<file path="config.mk">
export PLATFORM = sky130hd
export DESIGN_NAME = sorted_unique_key_list_unit
export DESIGN_NICKNAME = d
export VERILOG_FILES = /design/src/rtl/core/sulu_pkg.sv /design/src/rtl/core/sulu_cell.sv /design/src/rtl/core/sorted_unique_key_list_unit.sv
export VERILOG_INCLUDE_DIRS = /design/src /design/src/rtl/core
export SDC_FILE = /design/constraint.sdc
export NUM_CORES = 2
export LEC_CHECK = 0
export ABC_AREA = 1
export BUFFER_PORTS_ARGS = -buffer_cell sky130_fd_sc_hd__buf_2
export CAP_MARGIN = 5
export CORE_MARGIN = 3
export CORE_UTILIZATION = 31
export DETAILED_ROUTE_END_ITERATION = 8
export PLACE_DENSITY = 0.46
export SYNTH_ARGS = -nofsm -noshare
export SYNTH_HDL_FRONTEND = slang
export SYNTH_SLANG_ARGS = --single-unit
</file>
<file path="constraint.sdc">
create_clock -name i_clk -period 10.9 [get_ports i_clk]
set_clock_uncertainty 0.2 [all_clocks]
set_input_delay 0.545 -clock i_clk [delete_from_list [all_inputs] [get_ports i_clk]]
set_output_delay 0.545 -clock i_clk [all_outputs]
set_load 0.03 [all_outputs]
</file>
<file path="src/rtl/core/sorted_unique_key_list_unit_assert.svh">
// Assertion macros used by the key list RTL.
`ifndef SORTED_UNIQUE_KEY_LIST_UNIT_ASSERT_SVH
`define SORTED_UNIQUE_KEY_LIST_UNIT_ASSERT_SVH

`ifndef SYNTHESIS
// Check a property on the rising clock edge outside reset.
`define SULU_ASSERT(lbl, prop, msg) \
    lbl: assert property (@(posedge i_clk) disable iff (!i_rst_n) prop) else $error(msg);
// Check a property on every rising clock edge, reset included.
`define SULU_ASSERT_ALWAYS(lbl, prop, msg) \
    lbl: assert property (@(posedge i_clk) prop) else $error(msg);
`else
`define SULU_ASSERT(lbl, prop, msg)
`define SULU_ASSERT_ALWAYS(lbl, prop, msg)
`endif

`endif

</file>
<file path="src/rtl/core/sulu_pkg.sv">
package sulu_pkg;

    localparam int CAPACITY   = 32;
    localparam int KEY_BITS   = 32;
    localparam int KEY_IN_W   = 32;
    localparam int ACTION_W   = 2;
    localparam int STATUS_W   = 2;
    localparam int COUNT_W    = 6;
    localparam int CNT_W      = $clog2(CAPACITY + 1);

    typedef logic [KEY_BITS-1:0] t_key;
    typedef logic [CNT_W-1:0]    t_cnt;

    typedef enum logic [ACTION_W-1:0] {
        ACT_INSERT = 2'd0,
        ACT_REMOVE = 2'd1,
        ACT_CLEAR  = 2'd2,
        ACT_NOP    = 2'd3
    } t_action;

    typedef enum logic [STATUS_W-1:0] {
        ST_DONE = 2'd0,
        ST_MISS = 2'd1,
        ST_FULL = 2'd2
    } t_status;

    typedef enum logic [1:0] {
        S_IDLE,
        S_CMP,
        S_APPLY
    } t_state;

    // Per-cycle command broadcast to every cell.
    typedef struct packed {
        logic cmp_en;
        logic ins;
        logic rem;
    } t_cell_ctrl;

endpackage

</file>
<file path="src/rtl/core/sulu_cell.sv">
module sulu_cell
    import sulu_pkg::*;
(
    input  logic       i_clk,
    input  t_cell_ctrl i_ctrl,
    input  t_key       i_req_key,
    input  logic       i_vld,
    input  t_key       i_left_key,
    input  logic       i_left_g,
    input  t_key       i_right_key,
    output t_key       o_key,
    output logic       o_g,
    output logic       o_eq
);

    t_key r_key;
    logic r_gt;
    logic r_eq;
    logic r_vld;
    t_key n_key;

    // Empty slots count as larger, so the insert point is the first set flag.
    assign o_g   = r_gt | ~r_vld;
    assign o_eq  = r_eq;
    assign o_key = r_key;

    // Latch compare flags against the request key.
    always_ff @(posedge i_clk) begin
        if (i_ctrl.cmp_en) begin
            r_vld <= i_vld;
            r_eq  <= i_vld && (r_key == i_req_key);
            r_gt  <= i_vld && (r_key > i_req_key);
        end
    end

    // Shift up on insert, down on remove, or hold.
    always_comb begin
        n_key = r_key;
        if (i_ctrl.ins && o_g) begin
            n_key = i_left_g ? i_left_key : i_req_key;
        end else if (i_ctrl.rem && (r_gt || r_eq)) begin
            n_key = i_right_key;
        end
    end

    always_ff @(posedge i_clk) begin
        r_key <= n_key;
    end

endmodule

</file>
<file path="src/rtl/core/sorted_unique_key_list_unit.sv">
// Sorted unique key list: a row of key cells, one per entry.
// Result strobe o_done is registered after the compare and apply states that follow the start beat.
// Requests do not overlap: busy stays high through the cell compare and cell shift states of each one.
// Reset: synchronous, active low; clears the count and control, not stored keys.
// The receiver cannot stall: each result shows on o_done for one cycle.
`include "sorted_unique_key_list_unit_assert.svh"

module sorted_unique_key_list_unit
    import sulu_pkg::*;
(
    input  logic                i_clk,
    input  logic                i_rst_n,
    input  logic                start,
    output logic                busy,
    input  logic [ACTION_W-1:0] i_action,
    input  logic [KEY_IN_W-1:0] i_key,
    output logic                o_done,
    output logic [STATUS_W-1:0] o_status,
    output logic [COUNT_W-1:0]  o_count
);

    t_state                r_state;
    t_state                n_state;
    t_cnt                  r_count;
    t_cnt                  n_count;
    logic [ACTION_W-1:0]   r_action;
    t_key                  r_key;
    logic                  r_done;
    logic                  n_done;
    t_status               r_status;
    t_status               n_status;
    t_cell_ctrl            w_ctrl;

    t_key                  w_key [CAPACITY];
    logic [CAPACITY-1:0]   w_g;
    logic [CAPACITY-1:0]   w_eq;
    logic [CAPACITY-1:0]   w_vld;
    logic                  w_found;
    logic                  w_full;

    assign busy     = (r_state != S_IDLE);
    assign o_done   = r_done;
    assign o_status = r_status;
    assign o_count  = COUNT_W'(r_count);
    assign w_found  = |w_eq;
    assign w_full   = (r_count >= CNT_W'(CAPACITY));

    // Hold the request beat.
    always_ff @(posedge i_clk) begin
        if (start && !busy) begin
            r_action <= i_action;
            r_key    <= KEY_BITS'(i_key);
        end
    end

    // State, count and result registers.
    always_ff @(posedge i_clk) begin
        if (!i_rst_n) begin
            r_state <= S_IDLE;
            r_count <= '0;
            r_done  <= 1'b0;
        end else begin
            r_state <= n_state;
            r_count <= n_count;
            r_done  <= n_done;
        end
    end

    always_ff @(posedge i_clk) begin
        r_status <= n_status;
    end

    // Sequence compare then apply; decide status and new count.
    always_comb begin
        n_state  = r_state;
        n_count  = r_count;
        n_done   = 1'b0;
        n_status = r_status;
        w_ctrl   = '0;
        unique case (r_state)
            S_IDLE: begin
                if (start) begin
                    n_state = S_CMP;
                end
            end
            S_CMP: begin
                w_ctrl.cmp_en = 1'b1;
                n_state       = S_APPLY;
            end
            S_APPLY: begin
                n_state  = S_IDLE;
                n_done   = 1'b1;
                n_status = ST_DONE;
                case (r_action)
                    ACT_INSERT: begin
                        if (w_found) begin
                            n_status = ST_MISS;
                        end else if (w_full) begin
                            n_status = ST_FULL;
                        end else begin
                            w_ctrl.ins = 1'b1;
                            n_count    = r_count + CNT_W'(1);
                        end
                    end
                    ACT_REMOVE: begin
                        if (w_found) begin
                            w_ctrl.rem = 1'b1;
                            n_count    = r_count - CNT_W'(1);
                        end else begin
                            n_status = ST_MISS;
                        end
                    end
                    ACT_CLEAR: begin
                        n_count = '0;
                    end
                    default: begin
                        n_status = ST_DONE;
                    end
                endcase
            end
            default: begin
                n_state = S_IDLE;
            end
        endcase
    end

    // Build the cell row with neighbor links.
    for (genvar i = 0; i < CAPACITY; i++) begin : g_cell
        t_key w_left_key;
        logic w_left_g;
        t_key w_right_key;

        assign w_vld[i] = (CNT_W'(i) < r_count);

        if (i == 0) begin : g_first
            assign w_left_key = '0;
            assign w_left_g   = 1'b0;
        end else begin : g_mid
            assign w_left_key = w_key[i-1];
            assign w_left_g   = w_g[i-1];
        end

        if (i == CAPACITY - 1) begin : g_last
            assign w_right_key = w_key[i];
        end else begin : g_inner
            assign w_right_key = w_key[i+1];
        end

        sulu_cell u_cell (
            .i_clk       (i_clk),
            .i_ctrl      (w_ctrl),
            .i_req_key   (r_key),
            .i_vld       (w_vld[i]),
            .i_left_key  (w_left_key),
            .i_left_g    (w_left_g),
            .i_right_key (w_right_key),
            .o_key       (w_key[i]),
            .o_g         (w_g[i]),
            .o_eq        (w_eq[i])
        );
    end

    `SULU_ASSERT(a_apply_strobes, (r_state == S_APPLY) |=> r_done, "apply without result")
    `SULU_ASSERT(a_accept_cmp, (start && !busy) |=> (r_state == S_CMP), "start beat lost")
    `SULU_ASSERT(a_count_cap, r_count <= CNT_W'(CAPACITY), "count above capacity")
    `SULU_ASSERT(a_full_count, (r_done && (r_status == ST_FULL)) |-> w_full, "full status while not full")
    `SULU_ASSERT(a_done_idle, r_done |-> (r_state == S_IDLE), "result outside idle")

endmodule
</file>
**Yosys cells after proc, flatten, opt, wreduce, memory -nomap -nowiden**

Cells that the tools add are included.

- Register bits after elaboration: 1165
- Bits in latches: 0
- RAM bits: 0
- Memory bits (read-only): 0
- Input port bits: 37
- Output and inout bits: 10
- Logic and storage cells: 613
- Memories kept: 0

- Add/subtract/negate cells: 2
- Multiply operators: 0
- Divide/modulo/power cells: 0
- $lt $le $gt $ge: 65
- Equality and inequality tests: 40
- Shift operators: 0
- Muxes and demuxes: 111
- Bitwise logic cells: 64
- Reductions and logical operators: 197

Operator list:

| kind | number |
|---|---|
| $mux 32 | 93 |
| $eq 32x32->1 | 32 |
| $gt 32x32->1 | 32 |
| $logic_and 1x1->1 | 128 |
| $lt 5x6->1 const A | 16 |
| $reduce_bool 2->1 | 32 |
| $lt 4x6->1 const A | 8 |
| $not 1->1 | 32 |
| $or 1x1->1 | 32 |
| $reduce_or 32->1 | 1 |
| $logic_or 1x1->1 | 31 |
| $lt 3x6->1 const A | 4 |
| $mux 6 | 3 |
| $pmux 6 s3 | 1 |
| $lt 1x6->1 const A | 2 |
| $lt 2x6->1 const A | 2 |
| $mux 1 | 8 |
| $mux 2 | 4 |
| $ne 2x2->1 const B | 4 |
| $pmux 2 s2 | 2 |
| $add 6x1->6 const B | 1 |
| $ge 6x6->1 const B | 1 |
| $sub 6x1->6 const B | 1 |
| $reduce_and 5->1 | 1 |
| other kinds (5) | 8 |

**Longest topological paths before layout**

- Depth in word-level cells: 8
- Mapped depth: 13
- Gate-level depth less buffers: 12

**By module**

A second synthesis with hierarchy kept.

- Cell total of the unflattened synthesis: 11693
- Area total of the unflattened synthesis: 89065.4 um^2

Modules (own cells, without submodules):

| module | instances | cells an instance | area an instance (um^2) | sequential area each (um^2) |
|---|---|---|---|---|
| sulu_cell | 32 | 358 | 2713.9 | 1051.0 |
| sorted_unique_key_list_unit | 1 | 237 | 2222.1 | 1261.2 |

**Least setup slack after synthesis**

OpenSTA, ideal clock, no wires.

- Path kind: flip-flop to flip-flop
- From: register r_state[0]
- To: register g_cell[0].u_cell.r_eq, enable pin
- Library setup time: 552 ps
- Arrival time: 4405 ps
- Data required time: 10148 ps
- Setup slack: 5743 ps
- Cell stages (with the launch flop): 3
- Buffers on the path: 0
- Clock period less this slack: 5157 ps
- Cell sequence: dfxtp_1 -> inv_1 -> nor2_1

- Longest elaborated chain between the ends: 2

Ends and longest elaborated chain:

| element | line | text |
|---|---|---|
| from (decl) | sorted_unique_key_list_unit.sv:22 | `t_state r_state;` |
| from (signal assigned) | sorted_unique_key_list_unit.sv:63 | `r_state <= n_state;` |
| $eq 2x1->1 | sorted_unique_key_list_unit.sv:80 | `unique case (r_state)` |
| $mux 1 | sorted_unique_key_list_unit.sv:80 |  |
| to (signal assigned) | sulu_cell.sv:31 | `r_eq <= i_vld && (r_key == i_req_key);` |
| to (decl) | sulu_cell.sv:18 | `logic r_eq;` |

Every way passes these cells.
A chain may end at the register's enable or synchronous reset.

**Final worst setup path**

- From: register g_cell[13].u_cell.r_eq
- To: register g_cell[30].u_cell.r_key[6], enable pin

- Longest elaborated chain between the ends: 6
- Elaborated cells between the ends (all ways): 9
- Those cells by class: mux: 5; reduce/logical: 4

Ends and longest elaborated chain:

| element | line | text |
|---|---|---|
| from (decl) | sulu_cell.sv:18 |  |
| from (signal assigned) | sulu_cell.sv:31 |  |
| $reduce_or 32->1 (*) | sorted_unique_key_list_unit.sv:45 | `assign w_found = \|w_eq;` |
| $mux 1 (on tied branches) | sorted_unique_key_list_unit.sv:106, sorted_unique_key_list_unit.sv:96 |  |
| $mux 1 | sorted_unique_key_list_unit.sv:94 | `case (r_action)` |
| $mux 2 (*) | sorted_unique_key_list_unit.sv:80 |  |
| $logic_and 1x1->1 (on tied branches) | sulu_cell.sv:41, sulu_cell.sv:39 |  |
| $reduce_bool 2->1 (no line) (*) | n/a |  |
| to (signal assigned) | sulu_cell.sv:47 | `r_key <= n_key;` |
| to (decl) | sulu_cell.sv:16 | `t_key r_key;` |

Mark *: on every way between the ends. The rest lies on a longest branch, timed or not.

==> impl_metrics.py <==
metrics = {
    "die": {
        "core.rowCount": 188,
        "dieArea_um2": 273000,
        "die_w_um": 523,
        "core_region_area_um2": 264000,
        "io_pins": 47,
        "start_util_pct": 31.3,
        "die_y_um": 523,
    },
    "synthesis": {
        "synthCells": 10100,
        "netlist.area_leader.share_pct": 42.0,
        "synth.area.top_cells": "edfxtp_1 (42%), ha_1 (16%), nand2_1 (13%), o21ai_0 (13%), inv_1 (4.9%)",
        "syn_nets": 11200,
        "ys_ff_latch": 1165,
        "netlist_area_um2": 82700,
        "synth_area_per_cell_um2": 8.16,
        "yosysWarningCount": 0,
        "yosysSeqAreaShare_pct": 42.2,
        "yosys.area.top_type": "edfxtp_1",
        "netlist-cell-type-count": 35,
    },
    "placement": {
        "gp_congestion": 0.894,
        "place_inst": 13300,
        "pre_cts_ws_ns": 6.54,
        "port_buffers": 46,
        "placed_cell_area_um2": 86800,
        "post-dp-hpwl_mm": 235,
    },
    "worst_setup_path": {
        "critPathCaptureType": "flop",
        "crit_fanout": 33,
        "worstSetupPathType": "reg -> reg",
        "critPathArrivalTime_ns": 4.50,
        "cp-start-kind": "flop",
        "required_ns": 11.15,
    },
    "power": {
        "ir_drop_v": 0.000167,
        "leakagePower_uw": 0.0371,
        "finalPower_uw": 11200,
        "powerDensity_nw_per_um2": 121,
    },
    "finish": {
        "drive_gt1_share_pct": 5.40,
        "finalInstanceArea_um2": 92100,
        "area_delta_synth_final_pct": 11.4,
        "nets": 11100,
        "final_cell_mix": "nand2_1 (2907), o21ai_0 (2049), edfxtp_1 (1156)",
        "final_cells": 13700,
        "final_common_cell": "nand2_1",
    },
    "clocking": {
        "clk_pin_slew_ns": 0.06,
        "clk_latency_ns": 0.82,
        "cts_tree": "done",
        "post_cts_resized": 0,
        "cts.sinks": 1165,
        "cts.path.max_buffers": 3,
        "clockRootBuffer": "clkbuf_16",
        "htree_levels": 4,
        "post_cts_buffers": 0,
        "cts_buffers": 151,
    },
    "global_routing": {
        "grt_overflow": 0,
        "grt_pass1_vias": 68900,
        "antenna_found_initial": 17,
        "grt_usage_pct": 22.8,
        "grt_pass1_wl_mm": 460,
        "grt_max_degree": 81,
    },
    "route": {
        "remaining_drc_errors": 0,
        "drtIter0Drc": 6416,
        "wl_per_cell_um": 23.4,
        "ant_nets": 0,
        "viasPerCell": 5.21,
        "wl_mm": 320,
        "vias": 71300,
        "dr.pass1.iters": 6,
    },
    "timing": {
        "hold_viol_final": 0,
        "min_period_ns": 4.26,
        "rsz0062_at_grt": "no",
        "slew_violations": 0,
        "finalCritPeriodShare_pct": 39.0,
        "max_freq_mhz": 235,
        "finalSetupTns_ns": 0,
        "setup_viol": 0,
        "fin_ws_ns": 6.64,
        "slew_headroom_pct": 9.10,
        "worstMarginPinSlew_ns": 1.36,
    },
    "flow_run": {
        "max-cap-violations": 0,
    },
    "min_path": {
        "hp-class": "in -> reg",
    },
    "outcome": {
        "status": "completed",
    },
}
## per-stage QoR
step | hold WS, ns | utilization [%]
6_report | 0.244 | 34.9
5_1_grt | 0.201 | 34.9
4_1_cts | 0.182 | 34.8
3_5_place_dp | 0.344 | 32.9
3_3_place_gp | 0.313 | 32.9
2_1_floorplan | 0.230 | -
## worst max-delay path, stage by stage (launching register included)
cell and delay (ns):
edfxtp_1 0.42, nor2_1 0.15, nand2_1 0.21, nor2_1 0.43, nand2_1 0.23, nor2_4 0.30, nand2_8 0.23, nor2_4 0.90
inv_1 0.14, nand2_1 0.12, buf_4 0.50
## Yosys cell counts (all sizes together)
cell and number:
nand2 2909, o21ai 2118, edfxtp 1156, inv 1080, ha 1030, a21oi 540, nor2 417, clkbuf 354
buf 164, o21a 85, nand4 76, o211ai 65, nor4 36, nor3 35, nand3 27, o21bai 27
dfxtp 9, nor3b 6, xor2 2, a211oi 1, nand3b 1, nor2b 1, o22ai 1
## per-layer routing
metal  track usage, %  wire [um]  up-vias
met2             38.7     153000     2244
met4             7.15      10700        6
met3             3.06      20000      462
met5                0         35        -
met1             29.8     137000    34200
li1                 -          -    34400
## final cells by class
class | count | area (um^2)
Timing Repair Buffer | 254 | 2040
Antenna cell | 17 | 42.5
Multi-Input combinational cell | 7377 | 41900
Sequential cell | 1165 | 34900
Clock inverter | 67 | 682
Tap cell | 3515 | 4400
Fill cell | 27700 | 172000
Inverter | 1080 | 4060
Clock buffer | 202 | 4050
## power breakdown
group | switching [uW] | leakage [uW] | internal, uW
logic | 881 | 0.0242 | 339
registers | 31.4 | 0.0106 | 4920
clock network | 2170 | 0.00230 | 2830
total | 3090 | 0.0371 | 8100
## final timing paths
path	depth (start not counted)	from	endpoint	slack (ns)
setup / recovery	10	g_cell[13].u_cell.o_eq	g_cell[30].u_cell.o_key[6]	6.64
hold / removal	2	i_key[3]	r_key[3]	0.24
setup reg to reg	10	g_cell[13].u_cell.o_eq	g_cell[30].u_cell.o_key[6]	6.64
hold reg to reg	1	r_state[1]	r_state[1]	0.35
## state kept, by name, summed over array words and instances, names as in the netlist
register,cells
g_cell.u_cell.o_eq,32
g_cell.u_cell.o_key,1024
g_cell.u_cell.r_gt,32
g_cell.u_cell.r_vld,32
o_count,6
o_done,1
o_status,2
r_action,2
r_key,32
r_state,2
## logic make-up after synthesis
| kind of cell | Yosys count | share of synthesized area, % |
|---|---|---|
| AO/OA/AOI/OAI | 2837 | 17.7 |
| buffers and inverters | 1598 | 7.70 |
| XOR/XNOR | 2 | 0.0212 |
| AND/OR/NAND/NOR | 3508 | 16.8 |
| adder cells (fa/ha/maj) | 1030 | 15.6 |
| flip-flops | 1165 | 42.2 |
## what timing repair did
item                                    4_1_cts  5_1_grt
hold buffers                                 36        0
endpoints found under the setup margin        0        0
endpoints found under the hold margin        44        0
Power figures use the tool's default switching activity.
